<file path="src/hw/rtl/vtek_pkg.sv">
// Shared types, key codes and sequence lookup for the escape key decoder.
package vtek_pkg;

	typedef enum logic [1:0] {
		PH_IDLE = 2'd0,
		PH_B1   = 2'd1,
		PH_B2   = 2'd2,
		PH_B3   = 2'd3
	} phase_t;

	typedef struct packed {
		logic       valid;
		logic [8:0] code;
	} key_res_t;

	localparam logic [0:0] REQ_BYTE = 1'b0;
	localparam logic [0:0] REQ_TICK = 1'b1;

	localparam logic [7:0] CH_ESC   = 8'h1B;
	localparam logic [7:0] CH_CSI   = 8'h5B; // '['
	localparam logic [7:0] CH_SS3   = 8'h4F; // 'O'
	localparam logic [7:0] CH_ZERO  = 8'h30;
	localparam logic [7:0] CH_NINE  = 8'h39;
	localparam logic [7:0] CH_TILDE = 8'h7E;

	localparam logic [15:0] TIMEOUT_RESET = 16'd100;
	localparam logic [15:0] WAIT_MAX      = 16'hFFFF;

	localparam logic [8:0] KEY_ESC   = 9'd256;
	localparam logic [8:0] KEY_UP    = 9'd257;
	localparam logic [8:0] KEY_DOWN  = 9'd258;
	localparam logic [8:0] KEY_RIGHT = 9'd259;
	localparam logic [8:0] KEY_LEFT  = 9'd260;
	localparam logic [8:0] KEY_POS1  = 9'd261;
	localparam logic [8:0] KEY_END   = 9'd262;
	localparam logic [8:0] KEY_INS   = 9'd263;
	localparam logic [8:0] KEY_DEL   = 9'd264;
	localparam logic [8:0] KEY_PGUP  = 9'd265;
	localparam logic [8:0] KEY_PGDN  = 9'd266;

	// Match a collected sequence; unknown sequences give ESC.
	function automatic logic [8:0] seq_lookup(input logic len3, input logic [7:0] b0,
			input logic [7:0] b1, input logic [7:0] b2);
		logic [8:0] code;
		code = KEY_ESC;
		if (!len3) begin
			if (b0 == CH_CSI) begin
				case (b1)
					8'h41: code = KEY_UP;    // 'A'
					8'h42: code = KEY_DOWN;  // 'B'
					8'h43: code = KEY_RIGHT; // 'C'
					8'h44: code = KEY_LEFT;  // 'D'
					8'h48: code = KEY_POS1;  // 'H'
					8'h46: code = KEY_END;   // 'F'
					default: code = KEY_ESC;
				endcase
			end else if (b0 == CH_SS3) begin
				case (b1)
					8'h48: code = KEY_POS1;
					8'h46: code = KEY_END;
					default: code = KEY_ESC;
				endcase
			end
		end else if (b0 == CH_CSI && b2 == CH_TILDE) begin
			case (b1)
				8'h31: code = KEY_POS1;
				8'h32: code = KEY_INS;
				8'h33: code = KEY_DEL;
				8'h34: code = KEY_END;
				8'h35: code = KEY_PGUP;
				8'h36: code = KEY_PGDN;
				8'h37: code = KEY_POS1;
				8'h38: code = KEY_END;
				default: code = KEY_ESC;
			endcase
		end
		return code;
	endfunction

endpackage

</file>
<file path="src/hw/rtl/vtek_fsm.sv">
// Sequence state machine: phase, collected bytes, timeout counter and result decode.
module vtek_fsm import vtek_pkg::*; (
	input  logic        clk,
	input  logic        arst_n,
	input  logic        step_en,
	input  logic        req_type,
	input  logic [7:0]  data_byte,
	input  logic [15:0] timeout_ticks,
	output phase_t      phase,
	output key_res_t    res
);

	phase_t      phase_q, phase_d;
	logic [7:0]  first_q, first_d;
	logic [7:0]  second_q, second_d;
	logic [15:0] wait_q, wait_d;
	logic [15:0] wait_inc;

	always_ff @(posedge clk or negedge arst_n) begin
		if (!arst_n) begin
			phase_q  <= PH_IDLE;
			first_q  <= '0;
			second_q <= '0;
			wait_q   <= '0;
		end else begin
			phase_q  <= phase_d;
			first_q  <= first_d;
			second_q <= second_d;
			wait_q   <= wait_d;
		end
	end

	assign wait_inc = (wait_q != WAIT_MAX) ? wait_q + 16'd1 : wait_q;

	always_comb begin
		phase_d   = phase_q;
		first_d   = first_q;
		second_d  = second_q;
		wait_d    = wait_q;
		res.valid = 1'b0;
		res.code  = '0;
		if (step_en) begin
			if (req_type == REQ_TICK) begin
				if (phase_q != PH_IDLE) begin
					if (wait_inc >= timeout_ticks) begin
						phase_d   = PH_IDLE;
						wait_d    = '0;
						res.valid = 1'b1;
						res.code  = KEY_ESC;
					end else begin
						wait_d = wait_inc;
					end
				end
			end else begin
				case (phase_q)
					PH_IDLE: begin
						if (data_byte == CH_ESC) begin
							phase_d = PH_B1;
							wait_d  = '0;
						end else begin
							res.valid = 1'b1;
							res.code  = {1'b0, data_byte};
						end
					end
					PH_B1: begin
						first_d = data_byte;
						phase_d = PH_B2;
						wait_d  = '0;
					end
					PH_B2: begin
						second_d = data_byte;
						wait_d   = '0;
						if (first_q == CH_CSI && data_byte inside {[CH_ZERO:CH_NINE]}) begin
							phase_d = PH_B3;
						end else begin
							phase_d   = PH_IDLE;
							res.valid = 1'b1;
							res.code  = seq_lookup(1'b0, first_q, data_byte, 8'h00);
						end
					end
					PH_B3: begin
						phase_d   = PH_IDLE;
						wait_d    = '0;
						res.valid = 1'b1;
						res.code  = seq_lookup(1'b1, first_q, second_q, data_byte);
					end
					default: begin
						phase_d = PH_IDLE;
						wait_d  = '0;
					end
				endcase
			end
		end
	end

	assign phase = phase_q;

endmodule

</file>
<file path="src/hw/rtl/vt_escape_key_decoder_top.sv">
// Top level of the escape key decoder: input register, sequence FSM, result register.
//
//   channel  direction  handshake             payload
//   in       sink       in_valid / in_stall   req_type, data_byte
//   out      source     out_valid / out_stall keycode
//   cfg      sink       cfg_wen               cfg_wdata (timeout_ticks)
//
// One word per cycle sustained while out_stall does not hold the result. An accepted word is held
// in the input register; the FSM decodes it in a single pass and writes the result register.
// A stalled result holds the result register; the word in the input register waits and
// in_stall rises.
// Reset clears all control state and sets the timeout to 100 ticks.
module vt_escape_key_decoder_top import vtek_pkg::*; (
	input  logic        clk,
	input  logic        arst_n,
	input  logic        in_valid,
	output logic        in_stall,
	input  logic        req_type,
	input  logic [7:0]  data_byte,
	output logic        out_valid,
	input  logic        out_stall,
	output logic [8:0]  keycode,
	input  logic        cfg_wen,
	input  logic [15:0] cfg_wdata
);

	logic        valid_s1;
	logic        req_type_s1;
	logic [7:0]  data_byte_s1;
	logic        res_valid_q;
	logic [8:0]  keycode_q;
	logic [15:0] timeout_q;
	logic        advance;
	logic        accept_in;
	phase_t      phase;
	key_res_t    res;

	assign advance   = valid_s1 && (!res_valid_q || !out_stall);
	assign in_stall  = valid_s1 && !advance;
	assign accept_in = in_valid && !in_stall;

	always_ff @(posedge clk or negedge arst_n) begin
		if (!arst_n) begin
			timeout_q <= TIMEOUT_RESET;
		end else if (cfg_wen) begin
			timeout_q <= cfg_wdata;
		end
	end

	// hold the incoming word until the decoder takes it
	always_ff @(posedge clk or negedge arst_n) begin
		if (!arst_n) begin
			valid_s1 <= 1'b0;
		end else if (accept_in) begin
			valid_s1 <= 1'b1;
		end else if (advance) begin
			valid_s1 <= 1'b0;
		end
	end

	always_ff @(posedge clk) begin
		if (accept_in) begin
			req_type_s1  <= req_type;
			data_byte_s1 <= data_byte;
		end
	end

	vtek_fsm u_fsm (
		.clk           (clk),
		.arst_n        (arst_n),
		.step_en       (advance),
		.req_type      (req_type_s1),
		.data_byte     (data_byte_s1),
		.timeout_ticks (timeout_q),
		.phase         (phase),
		.res           (res)
	);

	always_ff @(posedge clk or negedge arst_n) begin
		if (!arst_n) begin
			res_valid_q <= 1'b0;
		end else if (advance) begin
			res_valid_q <= res.valid;
		end else if (!out_stall) begin
			res_valid_q <= 1'b0;
		end
	end

	always_ff @(posedge clk) begin
		if (advance && res.valid) begin
			keycode_q <= res.code;
		end
	end

	assign out_valid = res_valid_q;
	assign keycode   = keycode_q;

`ifndef NO_ASSERTIONS
	a_stall_needs_word: assert property (@(posedge clk) disable iff (!arst_n)
		in_stall |-> valid_s1 && res_valid_q && out_stall)
		else $error("input stalled without a blocked word");

	a_code_range: assert property (@(posedge clk) disable iff (!arst_n)
		out_valid |-> keycode <= KEY_PGDN)
		else $error("key code out of range");

	a_idle_tick_silent: assert property (@(posedge clk) disable iff (!arst_n)
		advance && req_type_s1 == REQ_TICK && phase == PH_IDLE |=> !out_valid)
		else $error("tick in idle produced a key");
`endif

endmodule
</file>
<file path="config.mk">
export PLATFORM = sky130hd
export DESIGN_NAME = vt_escape_key_decoder_top
export DESIGN_NICKNAME = d
export VERILOG_FILES = /design/src/hw/rtl/vtek_pkg.sv /design/src/hw/rtl/vtek_fsm.sv /design/src/hw/rtl/vt_escape_key_decoder_top.sv
export SDC_FILE = /design/constraint.sdc
export NUM_CORES = 1
export LEC_CHECK = 0
export BUFFER_PORTS_ARGS = -buffer_cell sky130_fd_sc_hd__buf_4
export CAP_MARGIN = 20
export CORE_ASPECT_RATIO = 1.5
export CORE_UTILIZATION = 45
export CTS_CLUSTER_DIAMETER = 200
export CTS_CLUSTER_SIZE = 30
export DETAILED_ROUTE_END_ITERATION = 10
export PLACE_DENSITY = 0.72
export SLEW_MARGIN = 20
export SYNTH_ARGS = -nofsm -noshare
export SYNTH_HDL_FRONTEND = slang
export SYNTH_SLANG_ARGS = --single-unit
</file>
<file path="constraint.sdc">
create_clock -name clk -period 5.9 [get_ports clk]
set_input_delay 0.59 -clock clk [delete_from_list [all_inputs] [get_ports clk]]
set_output_delay 0.59 -clock clk [all_outputs]
set_load 0.02 [all_outputs]
</file>
# --- After elaboration in Yosys (flattened, before gate mapping) ---
# Index checks and enable logic that the tools add are counted.
# Widths: inputs -> output; s select.
classes:
  order_cmp: 3
  mux: 29
  n_addsub: 1
  n_eq_ne: 26
  n_reduce_logical: 22
  n_bitwise: 1
op_table:
  columns: ["op", "count"]
  rows:
  - ["$mux 16", 5]
  - ["$eq 8x7->1 const B", 9]
  - ["$eq 8x6->1 const B", 8]
  - ["$mux 10", 6]
  - ["$pmux 16 s2", 1]
  - ["$pmux 10 s3", 1]
  - ["$mux 9", 3]
  - ["$pmux 4 s6", 1]
  - ["$pmux 3 s6", 1]
  - ["$add 16x1->16 const B", 1]
  - ["$ge 16x16->1", 1]
  - ["$ne 16x16->1 const B", 1]
  - ["$mux 2", 5]
  - ["$reduce_and 3->1", 3]
  - ["$eq 8x5->1 const B", 1]
  - ["$ge 8x6->1 const B", 1]
  - ["$le 8x6->1 const B", 1]
  - ["$pmux 2 s4", 1]
  - ["$logic_and 1x1->1", 7]
  - ["$ne 2x1->1 const B", 3]
  - ["$pmux 3 s2", 1]
  - ["$eq 2x2->1 const B", 2]
  - ["$logic_not 1->1", 4]
  - ["$mux 1", 4]
  - ["9 further kinds", 11]
totals:
  out_inout_bits: 11
  ff_bits: 70
  input_bits: 30
  wordCells: 92

# --- Longest topological paths before layout ---
# Gate-level depths: netlist (run 1).
logic_depth:
  word_depth: 9
  mapped_depth: 16
  depth_no_buf: 14

# --- Cells and area by module ---
# Synthesis (run 1) repeated with hierarchy kept, for this count alone.
hier_totals:
  hier_cells: 366
  area_unflattened_um2: 3991.3
modules_own_cells:
  columns: ["mod", "area_per_inst_um2", "cells_each", "instances", "seq_area_each_um2"]
  rows:
  - ["vtek_fsm", 2703.8, 303, 1, 850.8]
  - ["vt_escape_key_decoder_top", 1287.5, 63, 1, 994.7]

# --- Worst setup path after synthesis (run 1) ---
# Ideal clock, no wire load.
synth_path:
  kind: "reg-to-reg"
  start: "register u_fsm.wait_q[0]"
  end: "register keycode_q[0], in the netlist keycode[0], enable pin"
  setup_time_ns: 0.374
  required_time_ns: 5.526
  setup_slack_ns: 2.487
  path_buffers: 1
  arrival_ns: 3.039
  path_stages_with_launch: 15
  synth_period_minus_slack_ns: 3.413
  path_cell_list: "dfrtp_1 > ha_1 > nand2_1 > nor3_1 > and3_1 > and2_1 > buf_2 > a21oi_1 > ha_1 > nand4_1 > a211oi_1 > a211oi_1 > a21bo_1 > nand2_1 > nor2_1"
synth_via:
  elab_chain_len: 8
  word_cells_on_any_way: 9
  cone_classes: "add/sub (1); order compare (1); eq/ne (1); mux (5); reduce/logical (1)"
synth_lines:
  columns: ["item", "line", "text"]
  rows:
  - ["from (decl)", "vtek_fsm.sv:16", "logic [15:0] wait_q, wait_d;"]
  - ["from (signal assigned)", "vtek_fsm.sv:29", "wait_q <= wait_d;"]
  - ["$add 16x1->16 / $ne 16x16->1 (equally long branches)", "vtek_fsm.sv:33", "assign wait_inc = (wait_q != WAIT_MAX) ? wait_q + 16'd1 : wait_q;"]
  - ["$mux 16 (*)", "vtek_fsm.sv:33", null]
  - ["$ge 16x16->1 (*)", "vtek_fsm.sv:45", "if (wait_inc >= timeout_ticks) begin"]
  - ["$mux 10 (*)", "vtek_fsm.sv:45", null]
  - ["$mux 10 (*)", "vtek_fsm.sv:44", "if (phase_q != PH_IDLE) begin"]
  - ["$mux 10 (*)", "vtek_fsm.sv:43", "if (req_type == REQ_TICK) begin"]
  - ["$mux 10 (*)", "vtek_fsm.sv:42", "if (step_en) begin"]
  - ["$logic_and 1x1->1 (*)", "vt_escape_key_decoder_top.sv:90", "if (advance && res.valid) begin"]
  - ["to (signal assigned)", "vt_escape_key_decoder_top.sv:91", "keycode_q <= res.code;"]
  - ["to (decl)", "vt_escape_key_decoder_top.sv:31", "logic [8:0] keycode_q;"]
# Every way passes the cells marked *; elsewhere a longest branch is shown, timed or not.
# A chain may end at the register's enable or synchronous reset.

# --- Worst setup path after layout (run 1) ---
layout_path:
  start: "register u_fsm.wait_q[0]"
  end: "register keycode_q[2], in the netlist keycode[2], enable pin"
# The elaborated chain is that of the path after synthesis.

==> impl_metrics.yaml, run 1 <==
critical_path:
  worstReg2RegEnd: "keycode[2]"
  ff2ff_setup_slack_ns: 1.59
  critical_path_class: "reg -> reg"
  slowest_delay_ns: 0.56
  slowest_stage: "nor2_1"
  crit_path_end_kind: "flip-flop"
  worst_setup_path_start_kind: "flip-flop"
  arrival_ns: 4.28
  r2r-start: "u_fsm.wait_q[0]"
  worstPathMaxFanout: 17
  cp_cell_sequence: "ha_1 -> nand2_1 -> nor3_1 -> and3_1 -> and2_1 -> a21oi_1 -> ha_1 -> nand4_1 -> a211oi_1 -> a211oi_1 -> a21bo_1 -> nand2_1 -> nor2_1"
  reg2reg_depth: 13
  required_ns: 5.87
global_route:
  gr-usage-all-layers: 0.216
  antenna_found_initial: 0
  grt_pass1_vias: 3181
  grt_pass1_wl_mm: 14.5
  grt_max_degree: 53
  overflow: 0
timing:
  worstMarginPinSlew_ns: 0.666
  setup_viol: 0
  period_needed_ns: 4.31
  tns_ns: 0
  slew_violations: 0
  fin_ws_ns: 1.59
  whs_ns: 0.280
  finalCritPeriodShare: 0.731
  hold_violations: 0
  rsz0062_at_grt: "no"
  finClkSkew_ns: 0.00669
  max_slew_margin: 0.556
  max_freq_mhz: 232
synth:
  synth_top_family_by_area: "simple AND/OR/NAND/NOR gates"
  synth_ff_type: "dfrtp_1"
  ys_seq_area_frac: 0.482
  synth-adder-area-share: 0.0556
  synth.area.mux_share: 0.0556
  yosys_warnings: 0
  ys_seq_elements: 70
  synth_xor_area_frac: 0.0320
  ys_types: 55
  syn_area_sq_mm: 0.00383
  syn_nets: 436
  synth_compound_area_frac: 0.148
  synthArstFlopShare: 0.743
  synthCells: 389
  yosys.area_share.simple: 0.192
  synth_edf_count: 18
  avgSynthCellArea_sq_um: 9.84
detailed_routing:
  vias: 3027
  ant_nets: 0
  initialDrtViolationCount: 161
  firstDrtPassIters: 4
  wl_per_cell_microns: 15.9
  drcViolationCount: 0
  vias_per_cell: 5.67
  postRouteWirelength_mm: 8.50
final_layout:
  layout_common_cells: "dfrtp_1 (49), buf_4 (40), nand2_1 (38), a21oi_1 (33)"
  layout-drive-gt1-share: 0.205
  diodes: 0
  area_delta_synth_final_pct: 18.6
  final_common_cell: "dfrtp_1"
  fillers: 731
  nNetsFinal: 471
place:
  hpwl_mm: 6.14
  place.port_buffers: 40
  place_ws_ns: 1.64
  place.gp.congestion: 0.889
floorplan:
  boundaryPins: 41
  die_x_microns: 77.3
  rows: 40
  initial_core_util: 0.472
  core_sq_mm: 0.00811
  die_height_microns: 115
  die_area_sq_mm: 0.00889
cts:
  cts_buffers: 9
  cts_tree: "done"
  cts_setup_buffers: 0
  clkLatencyLatePin_ns: 0.34
  cts.sinks: 70
  cts_max_level: 3
  path_clk_slew_ns: 0.06
  root_buffer: "clkbuf_16"
  clk_path_buf_depth: 2
  ctsResizeCount: 0
  hold_buffers: 0
pwr:
  powerDensity_mw_per_mm2: 289
  vdd_drop_max_mv: 0.256
  p_leak_nw: 2.07
  total_power_mw: 1.31
run_status:
  status: "finished, final reports clean"
min_path:
  hold_path_class: "in -> async"
flow_run:
  cap_violations: 0
## stage by stage
stage / util / instance area [sq um] / instances
after floorplan: - / 3830 / 389
after global placement: 0.517 / 4190 / 518
after detailed placement: 0.517 / 4190 / 518
after CTS: 0.560 / 4540 / 534
after global routing: 0.560 / 4540 / 534
final: 0.560 / 4540 / 534
## per-layer routing
layer  vias up  GRT usage  routed length (microns)
met2        72      0.418                     4860
met1      1469      0.206                     3100
met4         0      0.132                      277
met3        22     0.0429                      265
met5         -          0                        0
li1       1464          -                        -
## report_power, final
group / internal [mW] / switching, mW / total [mW] / leakage, nW
registers: 0.531 / 0.0261 / 0.557 / 0.860
logic: 0.0601 / 0.0647 / 0.125 / 1.04
clock network: 0.425 / 0.204 / 0.629 / 0.166
total: 1.02 / 0.295 / 1.31 / 2.07
## cell usage after synthesis, types with 5 or more instances
cell type | count | area, sq um
nand3_1 | 9 | 45.0
edfxtp_1 | 18 | 541
a22o_1 | 6 | 52.6
xor2_1 | 5 | 43.8
mux2_2 | 18 | 203
dfrtp_1 | 49 | 1230
inv_1 | 17 | 63.8
nand2b_1 | 10 | 62.6
nand2_1 | 38 | 143
nor3_1 | 7 | 35.0
ha_1 | 17 | 213
a21oi_1 | 33 | 165
nor2_1 | 31 | 116
nand4_1 | 5 | 31.3
o21ai_0 | 31 | 155
clkbuf_1 | 11 | 41.3
a21o_1 | 5 | 37.5
and3_1 | 10 | 62.6
xnor2_1 | 9 | 78.8
## how the worst max path moves through the flow
stage	from	endpoint	slack [ns]
floorplan	u_fsm.wait_q[0]	keycode[0]	2.49
global placement	u_fsm.wait_q[0]	keycode[0]	1.88
detailed placement	u_fsm.wait_q[0]	keycode[2]	1.64
CTS	u_fsm.wait_q[0]	keycode[3]	1.60
global route	u_fsm.wait_q[4]	keycode[3]	1.07
finish	u_fsm.wait_q[0]	keycode[2]	1.59
## area by class of cell
cell class	count	area (sq um)	area share
sequential	70	1850	0.406
clock buffer	11	243	0.0535
multi-input combinational	286	1850	0.408
timing repair buffer	40	300	0.0661
inverter	17	63.8	0.0141
tap	105	131	0.0289
clock inverter	5	106	0.0234
## worst max-delay path, delay by kind of cell, from the launching register on
family,cells,cell delay (ns)
compound gates,4,1.03
simple gates,7,1.94
fa+ha+maj,2,0.52
flops,1,0.42
## sequential cells by signal (all words and copies together) (netlist names)
name / flops
timeout_q: 16
u_fsm.wait_q: 16
keycode: 9
data_byte_s1: 8
u_fsm.first_q: 8
u_fsm.second_q: 8
u_fsm.phase: 2
out_valid: 1
req_type_s1: 1
valid_s1: 1
## kinds of logic (layout without fill, tap and decap cells)
family	after synthesis	count (layout)
simple gates	142	142
xor+xnor	14	14
flops	70	70
fa+ha+maj	17	17
mux	19	19
compound gates	94	94
buf+inv	33	73
(Power assumes the default switching activity.)
==> inputs of run 2 (changes only) <==
--- a/config.mk
+++ b/config.mk
@@ -12,7 +12,7 @@
 export CTS_CLUSTER_DIAMETER = 200
 export CTS_CLUSTER_SIZE = 30
 export DETAILED_ROUTE_END_ITERATION = 10
-export PLACE_DENSITY = 0.72
+export PLACE_DENSITY = 0.74
 export SLEW_MARGIN = 20
 export SYNTH_ARGS = -nofsm -noshare
 export SYNTH_HDL_FRONTEND = slang
==> constraint.sdc (replaced) <==
create_clock -name clk -period 3.7 [get_ports clk]
set_input_delay 0.37 -clock clk [delete_from_list [all_inputs] [get_ports clk]]
set_output_delay 0.37 -clock clk [all_outputs]
set_load 0.02 [all_outputs]
==> run 2 against run 1 <==
Against the previous run:
- setup slack got worse by 1.4 ns
- first-iteration DRC count decreased by 18%
- sequential cell count unchanged
- global-route usage decreased by 0.93 points
- non-clock buffer count increased by 13
- critical path depth increased by 3
- critical endpoint is now u_fsm.wait_q[1]
- critical path type unchanged
- combinational power increased by 62%
- routed wire length increased by 1.2%
- sequential power increased by 59%
- sequential share of layout area decreased by 0.63 points
==> impl_metrics.yaml, run 2 (synthesis gave the netlist of run 1 again) <==
detailed_routing:
  initialDrtViolationCount: 132
  drcViolationCount: 0
  postRouteWirelength_mm: 8.60
  ant_nets: 0
  firstDrtPassIters: 5
  wl_per_cell_microns: 15.7
  vias_per_cell: 5.63
  vias: 3079
global_route:
  overflow: 0
  gr-usage-all-layers: 0.207
  grt_pass1_wl_mm: 13.9
  antenna_found_initial: 0
  grt_pass1_vias: 3089
  grt_max_degree: 53
final_layout:
  final_common_cell: "buf_4"
  fillers: 727
  diodes: 0
  largest_registers: "timeout_q (16), u_fsm.wait_q (16), keycode (9)"
  layout_common_cells: "buf_4 (53), dfrtp_1 (49), nand2_1 (38), a21oi_1 (33), o21ai_0 (31)"
  layout-drive-gt1-share: 0.229
  instances_no_fill: 547
  nNetsFinal: 484
  area_delta_synth_final_pct: 20.5
floorplan:
  initial_core_util: 0.472
  boundaryPins: 41
  die_area_sq_mm: 0.00889
  die_height_microns: 115
  core_sq_mm: 0.00811
  rows: 40
  die_x_microns: 77.3
critical_path:
  ff2ff_setup_slack_ns: 0.20
  worst_setup_path_start_kind: "flip-flop"
  arrival_ns: 3.76
  required_ns: 3.96
  slowest_delay_ns: 0.42
  critical_path_class: "reg -> reg"
  crit_buf_inv: 3
  cpMostUsedCell: "buf_4"
  path_depth: 16
  slowest_stage: "dfrtp_1"
  crit_path_end_kind: "flip-flop"
  critical-path-top-delay-family: "compound AO/OA/AOI/OAI gates"
  worstPathMaxFanout: 16
  cp_cell_sequence: "ha_1 -> and3_1 -> nor4b_2 -> nor3_1 -> buf_4 -> nand3_1 -> xnor2_1 -> ha_1 -> a21oi_1 -> o21ai_0 -> a211oi_1 -> a21bo_1 -> buf_4 -> nor2_1 -> buf_4 -> a32o_1"
  r2r-start: "u_fsm.wait_q[0]"
  worstReg2RegEnd: "u_fsm.wait_q[1]"
  reg2reg_depth: 16
pwr:
  total_power_mw: 1.99
  vdd_drop_max_mv: 0.307
  powerDensity_mw_per_mm2: 431
  p_leak_nw: 2.11
cts:
  cts_buffers: 9
  clk_path_buf_depth: 2
  cts.sinks: 70
  path_clk_slew_ns: 0.06
  clkLatencyLatePin_ns: 0.33
  cts_tree: "done"
  cts_setup_buffers: 0
  cts_max_level: 3
  root_buffer: "clkbuf_16"
timing:
  rsz0062_at_grt: "no"
  period_needed_ns: 3.50
  finClkSkew_ns: 0.00902
  hold_violations: 0
  fin_ws_ns: 0.202
  max_slew_margin: 0.522
  slew_violations: 0
  worstMarginPinSlew_ns: 0.718
  finalCritPeriodShare: 0.946
  max_freq_mhz: 286
  tns_ns: 0
  setup_viol: 0
place:
  place.gp.congestion: 0.890
  place_ws_ns: 0.0952
  hpwl_mm: 6.34
  place.port_buffers: 40
  dp.cells: 531
run_status:
  status: "finished, final reports clean"
flow_run:
  cap_violations: 0
min_path:
  hold_path_class: "in -> async"
## run 2: cell count changes in the layout (fill, tap and decap cells not counted), sizes merged
cell | before | now
buf | 40 | 53
bufinv | 3 | 2
clkbuf | 11 | 12
## run 2: cell type report
type,instances,area (sq um),area share
Tap cell,105,131,0.0285
Sequential cell,70,1850,0.400
Timing Repair Buffer,53,398,0.0863
Inverter,17,63.8,0.0138
Multi-Input combinational cell,286,1860,0.404
Clock buffer,12,236,0.0513
Clock inverter,4,72.6,0.0157
## run 2: repair_timing
item	4_1_cts	5_1_grt
hold buffers	0	0
gates resized for setup	0	3
endpoints found under the setup margin	0	14
## run 2: worst max path at each step
stage                     from         endpoint  slack, ns
4_1_cts        u_fsm.wait_q[0]       keycode[6]       0.07
3_5_place_dp   u_fsm.wait_q[0]       keycode[6]        0.1
2_1_floorplan  u_fsm.wait_q[0]       keycode[0]       0.29
6_report       u_fsm.wait_q[0]  u_fsm.wait_q[1]       0.20
3_3_place_gp   u_fsm.wait_q[0]       keycode[8]       0.23
5_1_grt        u_fsm.wait_q[0]  u_fsm.wait_q[9]      0.006
## run 2: metal layers
metal,wire length [microns],up-vias,part of all wire,global-route usage
met1,3170,1500,0.37,0.187
li1,-,1493,-,-
met5,0,-,0,0
met3,247,21,0.029,0.0397
met2,4830,65,0.56,0.411
met4,350,0,0.041,0.130
## run 2: worst register-to-register path, stage by stage (launching register included)
cell      delay, ns
dfrtp_1        0.42
ha_1           0.26
and3_1         0.21
nor4b_2        0.18
nor3_1         0.17
buf_4          0.15
nand3_1        0.11
xnor2_1        0.25
ha_1           0.31
a21oi_1        0.15
o21ai_0        0.11
a211oi_1       0.24
a21bo_1        0.25
buf_4          0.19
nor2_1         0.12
buf_4          0.17
a32o_1         0.16
## run 2: stage by stage
stage,area (sq um),utilization,hold WS [ns]
2_1_floorplan,3830,-,0.0744
3_3_place_gp,4290,0.529,0.448
3_5_place_dp,4290,0.529,0.458
4_1_cts,4600,0.567,0.104
5_1_grt,4610,0.569,0.137
6_report,4610,0.569,0.0839
## run 2: power breakdown
part           total, mW  internal (mW)  switching (mW)
logic              0.203         0.0975           0.106
clock network      0.897          0.589           0.308
registers          0.887          0.846          0.0406
total               1.99           1.53           0.454
